<file path="config.mk">
export PLATFORM = sky130hd
export DESIGN_NAME = hid_key_report_differ_top
export DESIGN_NICKNAME = d
export VERILOG_FILES = /design/src/sv/hkrd_pkg.sv /design/src/sv/hkrd_ctrl.sv /design/src/sv/hkrd_dp.sv /design/src/sv/hid_key_report_differ_top.sv
export SDC_FILE = /design/constraint.sdc
export NUM_CORES = 1
export LEC_CHECK = 0
export ABC_CLOCK_PERIOD_IN_PS = 3800
export CAP_MARGIN = 15
export CORE_ASPECT_RATIO = 1.75
export CORE_MARGIN = 5
export CORE_UTILIZATION = 40
export CTS_CLUSTER_SIZE = 16
export DETAILED_ROUTE_END_ITERATION = 8
export DONT_BUFFER_PORTS = 1
export PLACE_DENSITY = 0.52
export SETUP_SLACK_MARGIN = 0.5
export SYNTH_ARGS = -nofsm -noshare
export SYNTH_HDL_FRONTEND = slang
export SYNTH_SLANG_ARGS = --single-unit
</file>
<file path="constraint.sdc">
create_clock -name clk -period 3.8 [get_ports clk]
set_input_delay 0.19 -clock clk [delete_from_list [all_inputs] [get_ports clk]]
set_output_delay 0.19 -clock clk [all_outputs]
set_load 0.005 [all_outputs]
</file>
<file path="src/sv/hkrd_pkg.sv">
// hkrd_pkg: shared types, constants and helpers for the keyboard report differ
// used by hkrd_ctrl, hkrd_dp and hid_key_report_differ_top
`timescale 1ns / 1ps
`default_nettype none

package hkrd_pkg;

	localparam int unsigned SLOT_W    = 8;
	localparam int unsigned IN_FIELDS = 6;
	localparam int unsigned IN_W      = SLOT_W * IN_FIELDS;
	localparam int unsigned OUT_W     = 16;
	localparam int unsigned USER_W    = 2;
	localparam int unsigned LOCK_W    = 3;

	localparam logic [SLOT_W-1:0] ROLLOVER_CODE = 8'h01;
	localparam logic [SLOT_W-1:0] USAGE_NUM     = 8'h53;
	localparam logic [SLOT_W-1:0] USAGE_CAPS    = 8'h39;
	localparam logic [SLOT_W-1:0] USAGE_SCROLL  = 8'h47;

	localparam logic [LOCK_W-1:0] LOCK_NONE       = 3'b000;
	localparam logic [LOCK_W-1:0] LOCK_NUM_BIT    = 3'b001;
	localparam logic [LOCK_W-1:0] LOCK_CAPS_BIT   = 3'b010;
	localparam logic [LOCK_W-1:0] LOCK_SCROLL_BIT = 3'b100;

	localparam logic KIND_RELEASE = 1'b0;
	localparam logic KIND_PRESS   = 1'b1;

	typedef enum logic [1:0] {
		ST_IDLE,
		ST_SCAN,
		ST_EMIT,
		ST_STORE
	} state_t;

	// commands from the controller to the datapath
	typedef struct packed {
		logic capture;
		logic scan;
		logic emit;
		logic store;
	} cmd_t;

	// status from the datapath to the controller
	typedef struct packed {
		logic rollover;
		logic scan_last;
		logic emit_last;
		logic step_ok;
	} sts_t;

	function automatic logic [LOCK_W-1:0] lock_mask(input logic [SLOT_W-1:0] code);
		logic [LOCK_W-1:0] m;
		m = LOCK_NONE;
		case (code)
			USAGE_NUM:    m = LOCK_NUM_BIT;
			USAGE_CAPS:   m = LOCK_CAPS_BIT;
			USAGE_SCROLL: m = LOCK_SCROLL_BIT;
			default:      m = LOCK_NONE;
		endcase
		return m;
	endfunction

endpackage

`default_nettype wire

</file>
<file path="src/sv/hkrd_ctrl.sv">
// hkrd_ctrl: sequencing state machine of the keyboard report differ
// depends on hkrd_pkg (state_t, cmd_t, sts_t)
`timescale 1ns / 1ps
`default_nettype none

module hkrd_ctrl (
	input  wire            clk,
	input  wire            arst_n,
	input  wire            s_tvalid,
	output logic           s_tready,
	input  hkrd_pkg::sts_t sts,
	output hkrd_pkg::cmd_t cmd
);

	hkrd_pkg::state_t state_q, state_nxt;

	always_ff @(posedge clk or negedge arst_n) begin
		if (!arst_n) begin
			state_q <= hkrd_pkg::ST_IDLE;
		end else begin
			state_q <= state_nxt;
		end
	end

	always_comb begin
		state_nxt = state_q;
		cmd       = '0;
		s_tready  = 1'b0;
		case (state_q)
			hkrd_pkg::ST_IDLE: begin
				s_tready = 1'b1;
				if (s_tvalid) begin
					cmd.capture = 1'b1;
					state_nxt   = hkrd_pkg::ST_SCAN;
				end
			end
			hkrd_pkg::ST_SCAN: begin
				// a rollover report leaves the stored report and the lock state untouched
				if (sts.rollover) begin
					state_nxt = hkrd_pkg::ST_IDLE;
				end else begin
					cmd.scan = 1'b1;
					if (sts.scan_last) begin
						state_nxt = hkrd_pkg::ST_EMIT;
					end
				end
			end
			hkrd_pkg::ST_EMIT: begin
				cmd.emit = 1'b1;
				if (sts.step_ok && sts.emit_last) begin
					state_nxt = hkrd_pkg::ST_STORE;
				end
			end
			hkrd_pkg::ST_STORE: begin
				cmd.store = 1'b1;
				state_nxt = hkrd_pkg::ST_IDLE;
			end
			default: begin
				state_nxt = hkrd_pkg::ST_IDLE;
			end
		endcase
	end

endmodule

`default_nettype wire

</file>
<file path="src/sv/hkrd_dp.sv">
// hkrd_dp: report registers, slot compare, event walk, lock state and output register
// depends on hkrd_pkg (cmd_t, sts_t, constants, lock_mask)
`timescale 1ns / 1ps
`default_nettype none

module hkrd_dp #(
	parameter int unsigned USED_SLOTS = 6
) (
	input  wire                          clk,
	input  wire                          arst_n,
	input  wire  [hkrd_pkg::IN_W-1:0]    s_tdata,
	input  hkrd_pkg::cmd_t               cmd,
	output hkrd_pkg::sts_t               sts,
	output logic                         m_tvalid,
	input  wire                          m_tready,
	output logic [hkrd_pkg::OUT_W-1:0]   m_tdata,
	output logic [hkrd_pkg::USER_W-1:0]  m_tuser,
	output logic                         m_tlast
);

	localparam int unsigned KW = (USED_SLOTS > 1) ? $clog2(USED_SLOTS) : 1;
	localparam int unsigned EV = 2 * USED_SLOTS;
	localparam int unsigned PW = $clog2(EV);
	localparam int unsigned SW = hkrd_pkg::SLOT_W;
	localparam int unsigned LW = hkrd_pkg::LOCK_W;

	logic [SW-1:0] now_q  [USED_SLOTS];
	logic [SW-1:0] prev_q [USED_SLOTS];
	logic          rollover_q;
	logic [KW-1:0] k_q;
	logic [PW-1:0] p_q;
	logic [EV-1:0] ev_q;
	logic [LW-1:0] lock_on_q, lock_held_q;

	logic          out_valid_q;
	logic          out_kind_q, out_lock_q, out_led_q, out_last_q;
	logic [SW-1:0] out_usage_q;
	logic [LW-1:0] out_bits_q;

	logic          in_rollover;
	logic          rel_miss, prs_miss;
	logic          out_free, load;
	logic [PW-1:0] p_new;
	logic          cur_kind;
	logic [SW-1:0] cur_code;
	logic [LW-1:0] cur_mask;
	logic [LW-1:0] on_nxt, held_nxt;
	logic          led_nxt, last_nxt;

	// rollover report: every used slot holds the error code
	always_comb begin
		in_rollover = 1'b1;
		for (int i = 0; i < USED_SLOTS; i++) begin
			if (s_tdata[i*SW +: SW] != hkrd_pkg::ROLLOVER_CODE) begin
				in_rollover = 1'b0;
			end
		end
	end

	// slot k against the whole other report
	always_comb begin
		rel_miss = 1'b1;
		prs_miss = 1'b1;
		for (int j = 0; j < USED_SLOTS; j++) begin
			if (now_q[j] == prev_q[k_q]) begin
				rel_miss = 1'b0;
			end
			if (prev_q[j] == now_q[k_q]) begin
				prs_miss = 1'b0;
			end
		end
	end

	// releases walk the old slots first, then presses walk the new slots
	always_comb begin
		p_new    = p_q - PW'(USED_SLOTS);
		cur_kind = (p_q >= PW'(USED_SLOTS)) ? hkrd_pkg::KIND_PRESS : hkrd_pkg::KIND_RELEASE;
		cur_code = (cur_kind == hkrd_pkg::KIND_PRESS) ? now_q[p_new[KW-1:0]]
							      : prev_q[p_q[KW-1:0]];
		cur_mask = hkrd_pkg::lock_mask(cur_code);
		on_nxt   = lock_on_q;
		held_nxt = lock_held_q;
		if (cur_kind == hkrd_pkg::KIND_PRESS) begin
			on_nxt   = lock_on_q ^ (cur_mask & ~lock_held_q);
			held_nxt = lock_held_q | cur_mask;
		end else begin
			held_nxt = lock_held_q & ~cur_mask;
		end
		led_nxt  = (cur_kind == hkrd_pkg::KIND_PRESS) && (held_nxt != lock_held_q);
		last_nxt = ((ev_q >> p_q) >> 1) == '0;
	end

	assign out_free = !out_valid_q || m_tready;
	assign load     = cmd.emit && ev_q[p_q] && out_free;

	assign sts.rollover  = rollover_q;
	assign sts.scan_last = (k_q == KW'(USED_SLOTS - 1));
	assign sts.emit_last = (p_q == PW'(EV - 1));
	assign sts.step_ok   = !ev_q[p_q] || out_free;

	always_ff @(posedge clk or negedge arst_n) begin
		if (!arst_n) begin
			rollover_q  <= 1'b0;
			k_q         <= '0;
			p_q         <= '0;
			lock_on_q   <= hkrd_pkg::LOCK_NUM_BIT;
			lock_held_q <= hkrd_pkg::LOCK_NONE;
			out_valid_q <= 1'b0;
			for (int i = 0; i < USED_SLOTS; i++) begin
				prev_q[i] <= '0;
			end
		end else begin
			if (cmd.capture) begin
				rollover_q <= in_rollover;
				k_q        <= '0;
				p_q        <= '0;
			end
			if (cmd.scan) begin
				k_q <= k_q + KW'(1);
			end
			if (cmd.emit && sts.step_ok && !sts.emit_last) begin
				p_q <= p_q + PW'(1);
			end
			if (load) begin
				lock_on_q   <= on_nxt;
				lock_held_q <= held_nxt;
			end
			if (cmd.store) begin
				for (int i = 0; i < USED_SLOTS; i++) begin
					prev_q[i] <= now_q[i];
				end
			end
			if (load) begin
				out_valid_q <= 1'b1;
			end else if (m_tready) begin
				out_valid_q <= 1'b0;
			end
		end
	end

	// payload registers
	always_ff @(posedge clk) begin
		if (cmd.capture) begin
			for (int i = 0; i < USED_SLOTS; i++) begin
				now_q[i] <= s_tdata[i*SW +: SW];
			end
		end
		if (cmd.scan) begin
			ev_q[PW'(k_q)]                   <= rel_miss;
			ev_q[PW'(k_q) + PW'(USED_SLOTS)] <= prs_miss;
		end
		if (load) begin
			out_kind_q  <= cur_kind;
			out_usage_q <= cur_code;
			out_lock_q  <= (cur_mask != hkrd_pkg::LOCK_NONE);
			out_bits_q  <= on_nxt;
			out_led_q   <= led_nxt;
			out_last_q  <= last_nxt;
		end
	end

	assign m_tvalid = out_valid_q;
	assign m_tdata  = {4'b0000, out_led_q, out_bits_q, out_usage_q};
	assign m_tuser  = {out_lock_q, out_kind_q};
	assign m_tlast  = out_last_q;

`ifndef SYNTHESIS
	a_led_on_press: assert property (@(posedge clk) disable iff (!arst_n)
		out_valid_q && out_led_q |-> out_kind_q == hkrd_pkg::KIND_PRESS && out_lock_q)
		else $error("led update on a release or non-lock event");
	a_no_rollover_event: assert property (@(posedge clk) disable iff (!arst_n)
		load |-> !rollover_q)
		else $error("event emitted for a rollover report");
	a_walk_hold: assert property (@(posedge clk) disable iff (!arst_n)
		!cmd.emit && !cmd.capture |=> $stable(p_q))
		else $error("event pointer moved outside the emit phase");
	a_one_cmd: assert property (@(posedge clk) disable iff (!arst_n)
		$onehot0({cmd.capture, cmd.scan, cmd.emit, cmd.store}))
		else $error("overlapping datapath commands");
`endif

endmodule

`default_nettype wire

</file>
<file path="src/sv/hid_key_report_differ_top.sv">
// hid_key_report_differ_top: keyboard report in, key press/release events out
// depends on hkrd_pkg, hkrd_ctrl, hkrd_dp
//
// channel  dir  handshake          payload
// s_*      in   s_tvalid/s_tready  s_tdata: slot_0 .. slot_5, 8 bits each
// m_*      out  m_tvalid/m_tready  m_tdata, m_tuser, m_tlast (one key event)
//
// with n = min(KEY_SLOTS, 6) used slots a report passes an accept step, n compare
// steps (one slot a cycle against the whole other report), a walk over 2*n event
// positions and a store step; a rollover report goes back to idle after its accept step
// events leave one at a time through the output register; m_tready low holds
// the event walk at a pending event while that register is full
// reset: stored report all zeros, num lock on, nothing held
`timescale 1ns / 1ps
`default_nettype none

module hid_key_report_differ_top #(
	parameter int unsigned KEY_SLOTS = 6
) (
	input  wire                              clk,
	input  wire                              arst_n,
	input  wire                              s_tvalid,
	output logic                             s_tready,
	input  wire  [hkrd_pkg::IN_W-1:0]        s_tdata,  // slot_0 .. slot_5, 8 bits each
	output logic                             m_tvalid,
	input  wire                              m_tready,
	output logic [hkrd_pkg::OUT_W-1:0]       m_tdata,  // usage[7:0], lock_bits[10:8], led_update[11]
	output logic [hkrd_pkg::USER_W-1:0]      m_tuser,  // event_kind[0], is_lock[1]
	output logic                             m_tlast
);

	localparam int unsigned USED_SLOTS =
		(KEY_SLOTS < hkrd_pkg::IN_FIELDS) ? KEY_SLOTS : hkrd_pkg::IN_FIELDS;

	hkrd_pkg::cmd_t cmd;
	hkrd_pkg::sts_t sts;

	hkrd_ctrl u_ctrl (
		.clk      (clk),
		.arst_n   (arst_n),
		.s_tvalid (s_tvalid),
		.s_tready (s_tready),
		.sts      (sts),
		.cmd      (cmd)
	);

	hkrd_dp #(
		.USED_SLOTS (USED_SLOTS)
	) u_dp (
		.clk      (clk),
		.arst_n   (arst_n),
		.s_tdata  (s_tdata),
		.cmd      (cmd),
		.sts      (sts),
		.m_tvalid (m_tvalid),
		.m_tready (m_tready),
		.m_tdata  (m_tdata),
		.m_tuser  (m_tuser),
		.m_tlast  (m_tlast)
	);

endmodule

`default_nettype wire

</file>
[Yosys cells after proc, flatten, opt, wreduce, memory -nomap -nowiden]
Memories as Yosys holds them, arrays and structs flattened.
Cells that the tools add are included.
Word-level totals
  flip-flop bits (word level): 92
  latch bits: 0
  RAM bits: 48
  memory bits (read-only): 0
  memories: 1
Memory list
  u_dp.now_q: depth 6, bits a word 8, rd ports 8, clocked after Yosys merged registers in 0, wr ports 6, RTL line hkrd_dp.sv:27  | logic [SW-1:0] now_q [USED_SLOTS];
Cells by class
  add/subtract/negate cells: 4
  multipliers: 0
  div/mod/pow operators: 0
  order comparisons: 8
  equality and inequality tests: 30
  shifts and indexed selects: 1
  multiplexer cells: 57
  bitwise operators: 8
  reductions and logical operators: 20
Operators by type and width (number)
  $eq 8x8->1: 12
  $bmux 8 s3: 2
  $ne 8x1->1 const B: 6
  $mux 8: 5
  $mux 1: 33
  $bwmux 12: 2
  $eq 8x7->1 const B: 2
  $logic_not 12->1: 1
  $mux 3: 4
  $shr 12x4->12: 1
  $lt 4x5->1 const B: 2
  $pmux 3 s3: 1
  $eq 8x6->1 const B: 1
  $ge 4x4->1 const B: 2
  $logic_and 1x1->1: 8
  $mux 2: 4
  $mux 4: 2
  $not 3->4: 2
  $pmux 2 s4: 1
  $and 3x3->3: 2
  $not 3->3: 2
  $reduce_bool 2->1: 3
  $lt 3x5->1 const B: 1
  $add 3x3->4 const B: 1
  24 further kinds: 28

[Logic depth before layout (Yosys ltp)]
  depth after elaboration: 13
  depth in mapped cells: 17
  depth with buffers taken out: 11

[Hierarchy]
Synthesis repeated with hierarchy kept, for this count alone.
Unflattened totals
  cell total of the unflattened synthesis: 704
  area, all modules: 8628.3 um2
Modules (own cells, without submodules)
  hkrd_dp: times used 1, cells an instance 693, area each 8511.9 um2
  hkrd_ctrl: times used 1, cells an instance 11, area each 116.4 um2

[Worst setup path after synthesis]
OpenSTA, ideal clock, no wires.
  path kind: reg-to-reg
  start: register u_dp.p_q[0]
  end: register u_dp.lock_held_q[2]
  setup time: 0.125 ns
  arrival: 3.004 ns
  path slack: 0.671 ns
  cell stages (with the launch flop): 18
  path buffers: 6
  period minus slack after synthesis: 3.129 ns
  cells stage by stage: dfrtp_1 buf_6 buf_12 buf_12 buf_12 buf_2 inv_1 ha_1 o21ai_0 and2b_1 clkinv_1 o211ai_1 o21ai_1 nor4_1 nand2b_1 clkbuf_1 nor3_1 mux2_2
RTL lines
  from (decl): RTL line hkrd_dp.sv:31  | logic [PW-1:0] p_q;
  from (signal assigned): RTL line hkrd_dp.sv:122  | p_q <= p_q + PW'(1);
  $ge 4x3->1 (*): RTL line hkrd_dp.sv:77  | cur_kind = (p_q >= PW'(USED_SLOTS)) ? hkrd_pkg::KIND_PRESS : hkrd_pkg::KIND_RELEASE;
  $mux 1 (*): RTL line hkrd_dp.sv:77
  named net u_dp.cur_kind: RTL line hkrd_dp.sv:44  | logic cur_kind;
  $mux 8 (*): RTL line hkrd_dp.sv:78  | cur_code = (cur_kind == hkrd_pkg::KIND_PRESS) ? now_q[p_new[KW-1:0]]
  named net u_dp.cur_code[5]: RTL line hkrd_dp.sv:45  | logic [SW-1:0] cur_code;
  $eq 8x7->1 or $eq 8x6->1 (tied branches): RTL line hkrd_pkg.sv:54  | case (code)
  $pmux 3 s3 (*): RTL line hkrd_pkg.sv:54
  $not 3->3: RTL line hkrd_dp.sv:87  | held_nxt = lock_held_q & ~cur_mask;
  $and 3x3->3: RTL line hkrd_dp.sv:87
  $mux 3 (*): RTL line hkrd_dp.sv:83  | if (cur_kind == hkrd_pkg::KIND_PRESS) begin
  to (signal assigned): RTL line hkrd_dp.sv:107  | lock_held_q <= hkrd_pkg::LOCK_NONE;
  to (signal assigned): RTL line hkrd_dp.sv:126  | lock_held_q <= held_nxt;
  to (decl): RTL line hkrd_dp.sv:33  | logic [LW-1:0] lock_on_q, lock_held_q;
The timed path passes the listed nets; every way through them passes the cells marked *. The select of a mux whose other input is x is not followed.
A chain may end at the register's enable or synchronous reset.

[Final worst setup path]
  start: register u_dp.k_q[1]
  end: register u_dp.ev_q[5] (data pin)
Between the ends
  longest elaborated chain between the ends: 13
Ends and longest elaborated chain
  from (decl): RTL line hkrd_dp.sv:30  | logic [KW-1:0] k_q;
  from (signal assigned): RTL line hkrd_dp.sv:119  | k_q <= k_q + KW'(1);
  $not 3->4 (not written as such): RTL line hkrd_dp.sv:65  | if (now_q[j] == prev_q[k_q]) begin
  $bmux 8 s3: RTL line hkrd_dp.sv:65
  $mux 8 (not written as such) (2 in a row): RTL line hkrd_dp.sv:65
  $eq 8x8->1: RTL line hkrd_dp.sv:65
  $mux 1 (6 in a row): RTL line hkrd_dp.sv:65
  $bwmux 12: RTL line hkrd_dp.sv:149  | ev_q[PW'(k_q)] <= rel_miss;
  $bwmux 12 (*): RTL line hkrd_dp.sv:150  | ev_q[PW'(k_q) + PW'(USED_SLOTS)] <= prs_miss;
  to (signal, indexed assignment): RTL line hkrd_dp.sv:149
  to (signal, indexed assignment): RTL line hkrd_dp.sv:150
  to (decl): RTL line hkrd_dp.sv:32  | logic [EV-1:0] ev_q;
Every way passes the cells marked *; elsewhere a longest branch is shown, timed or not. The select of a mux whose other input is x is not followed.

==> summary.txt <==
Logic synthesis
  – Fraction of the yosys area taken by sequential cells: 0.402
  – Share of synthesized flip-flops with an asynchronous set or reset: 0.464
  – Main synth FF type: sky130_fd_sc_hd__edfxtp_1
  – Number of enable-type register cells in the synthesized netlist: 75
  – Synthesized instance count: 895
  – FF+latch count, synth: 140
  – Most common cell in the netlist: sky130_fd_sc_hd__mux2_2
  – Avg Cell Area, Syn: 10.8 sq um
  – Synthesis warning total: 0
  – Post-synth top area cell: sky130_fd_sc_hd__edfxtp_1
  – Distinct cells, synth: 78
  – Largest cells by area after synthesis: sky130_fd_sc_hd__edfxtp_1 23%, sky130_fd_sc_hd__dfrtp_1 17%, sky130_fd_sc_hd__mux2_2 8.9%
  – Total standard cell area after synthesis: a little under 0.01 sq mm
  – Area fraction of the dominant cell type after synthesis: 0.233
  – Top cells by instance count after synthesis: 76 x sky130_fd_sc_hd__mux2_2, 75 x sky130_fd_sc_hd__edfxtp_1, 66 x sky130_fd_sc_hd__nand2_1, 64 x sky130_fd_sc_hd__dfrtp_1, 46 x sky130_fd_sc_hd__mux2i_1

CTS
  – CTS tree: built
  – Clk pin slew, worst setup/hold paths: 0.06 ns
  – Number of levels in the clock H-tree: 4
  – Clk Latency, worst-skew pair: 0.45 ns
  – Clock buffers created by TritonCTS: 17
  – Clock root buffer master: sky130_fd_sc_hd__clkbuf_16
  – Num Clock Sinks: 140
  – Number of buffers between clock root and the deepest sink: 2

GRT
  – Global router's overall resource usage: 0.234
  – Global route total overflow: 0
  – Wire length of the first global-routing pass: 47600 um
  – Largest net degree at the start of global routing: 66
  – Antenna violations before repair: 0
  – Vias in the first global route: 7696

Run
  – Max-cap check violation count: 0

STA
  – Final Critical Period: about 3.2 ns
  – Setup TNS: 0 ns
  – Final setup viols: 0
  – Worst Hold Margin: 0.144 ns
  – Unrepaired setup endpoints after global routing: yes
  – Number of max-slew violations in the final report: 0
  – Setup clock skew after layout: about 0.0097 ns
  – Max-slew headroom: 0.316
  – Slew @ Worst Pin: 1.02 ns
  – Minimum setup slack in the final design: just over 0.6 ns
  – Final hold violation count: 0
  – Maximum clock rate: 313 MHz
  – Tcrit/Tclk final: 0.841

Finish
  – Area of combinational cells with multiple inputs: ~0.0054 sq mm
  – Filler cell count: 2233
  – Share of post-route cells with drive strength above 1: 0.205
  – Final net count: 1007
  – Area added between synthesis and finish: 16.2%
  – Antenna Cells: 0
  – End-of-flow core utilization: 0.469
  – Register area: 0.00389 sq mm

Setup path
  – Dominant delay contributor by cell family on the critical path: multiplexers
  – Slowest library cell on the worst path: sky130_fd_sc_hd__mux4_2
  – Critical path peak fanout: 33
  – Crit end category: flop
  – Nature of the critical path startpoint: flop
  – Required @ worst endpoint: roughly 4.0 ns
  – Max stage delay on crit path: 0.62 ns
  – Buffers plus inverters on the worst setup path: 1
  – Worst setup path class: flop to flop
  – WP data arrival: around 3.4 ns
  – Cell-by-cell listing of the critical path: buf_12 > mux2_2 > mux4_2 > xnor2_1 > o2111ai_1 > nor4_2 > nor3_1 > nand3_4 > o22ai_1

Die
  – Total core area: 0.0239 sq mm
  – Num rows: 75
  – Initial core utilization: 0.404
  – # IOs: 73
  – Floorplan die width: ~130 um
  – Area of the die: between 0.02 and 0.03 sq mm
  – Die height: 216 um

Drt
  – Detailed Route Iter0 Violations: 530
  – Number of detailed-route iterations in the first pass: 5
  – Via-to-Cell Ratio: ~6
  – Post-route DRC: 0
  – Post-route ant nets: 0
  – Overall via count from detail_route: about 7600
  – Post-DR wirelength/cell: 25.3 um
  – Total routed wirelength: 32000 um

Placement
  – Setup slack after placement: about 0.44 ns
  – GP Congestion: roughly 1.0
  – Number of input and output port buffers inserted: 0
  – Detailed-placement wirelength estimate: around 24000 um

Power and ir drop
  – Power Dens Cells: approximately 920 mW/mm^2
  – Largest vdd supply drop: 0.596 mV
  – Static leakage: roughly 4.2 nW
  – Power after layout: between 0.01 and 0.015 W

Run status
  – Outcome: finished clean

Min path
  – Class of the tightest hold or removal check: input port to flop
per-layer routing:
| layer | track usage | up-vias | part of all wire | wire length, um |
|---|---|---|---|---|
| met3 | 0.0327 | 72 | 0.041 | 1310 |
| met4 | 0.133 | 0 | 0.052 | 1670 |
| met5 | 0 | - | 0 | 0 |
| met2 | 0.423 | 264 | 0.54 | 17400 |
| li1 | - | 3501 | - | - |
| met1 | 0.256 | 3791 | 0.36 | 11600 |
cell families (layout without fill, tap and decap cells):
logic type / after synthesis / count (layout) / share of synthesized area
buffers and inverters: 92 / 150 / 0.0526
muxes: 149 / 149 / 0.201
AOI/OAI and AO/OA: 141 / 141 / 0.0993
xor gates and xnor gates: 62 / 62 / 0.0562
other: 1 / 4 / 0.000388
adders and majority gates: 12 / 12 / 0.0155
DFF: 140 / 140 / 0.402
and+or+nand+nor: 298 / 298 / 0.173
power breakdown:
group | internal (W) | leakage [nW] | switching (W) | total [W]
logic | 0.00257 | 2.41 | 0.00317 | 0.00574
clock network | 0.000966 | 0.292 | 0.000703 | 0.00167
registers | 0.00216 | 1.49 | 0.000824 | 0.00298
total | 0.00569 | 4.19 | 0.00469 | 0.0104
sequential cells by signal (all words and copies together), names as in the netlist, named ones only:
register,flops
u_dp.now_q,48
u_dp.out_bits_q,3
u_dp.rollover_q,1
u_ctrl.state_q,1
u_dp.k_q,3
u_dp.out_led_q,1
u_dp.p_q,4
u_dp.prev_q,48
u_dp.lock_on_q,3
u_dp.out_lock_q,1
u_dp.lock_held_q,3
u_dp.m_tlast,1
u_dp.ev_q,12
u_dp.out_usage_q,8
u_dp.out_kind_q,1
u_dp.m_tvalid,1
cell usage in the layout, fill, tap and decap left out, drive strengths merged, types with 12 or more instances in the layout:
master / instances
mux2: 78
edfxtp: 75
nand2: 66
dfrtp: 64
dlygate4sd3: 51
mux2i: 47
buf: 42
nor3: 36
nor2: 35
o21ai: 35
xnor2: 34
a21oi: 29
xor2: 28
nor4: 27
inv: 26
mux4: 24
nand3: 23
nand4: 19
clkbuf: 19
nor4b: 14
nand2b: 13
ha: 12
timing repair:
item / in CTS / in global routing
endpoints found under the setup margin: 6 / 18
resized for setup: 6 / 18
endpoints found under the hold margin: 115 / 0
buffers inserted: 0 / 11
hold buffers: 52 / 0
pin swaps: 0 / 2
path summary, 6_finish.rpt:
kind	cells past startpoint	start	slack, ns	end
max in group asynchronous	2	arst_n	3.17	u_dp.k_q[2]
worst min register to register	1	u_dp.rollover_q	0.48	u_dp.rollover_q
worst max-delay path	9	u_dp.k_q[1]	0.60	u_dp.ev_q[5]
min in group asynchronous	2	arst_n	0.28	u_dp.prev_q[1]
worst min-delay path	4	s_tdata[34]	0.14	u_dp.rollover_q
worst max register to register	9	u_dp.k_q[1]	0.60	u_dp.ev_q[5]
stage by stage:
stage	cell area (sq um)	std cells
6_report	11200	1264
5_1_grt	11200	1264
4_1_cts	11100	1253
3_5_place_dp	9890	1169
3_3_place_gp	9890	1169
2_1_floorplan	9670	898
tightest hold or removal path, stage by stage:
cell and delay [ns]:
sky130_fd_sc_hd__nor4_1 0.03, sky130_fd_sc_hd__nand4_1 0.07, sky130_fd_sc_hd__nor4_1 0.10, sky130_fd_sc_hd__a21o_1 0.16
layout make-up:
| class | count | share of cell area |
|---|---|---|
| multi-input combinational | 666 | 0.479 |
| sequential | 140 | 0.346 |
| timing repair buffer | 93 | 0.0789 |
| clock buffer | 19 | 0.0413 |
| tap | 308 | 0.0343 |
| clock inverter | 13 | 0.0113 |
| inverter | 25 | 0.00869 |
Power figures use the tool's default switching activity.
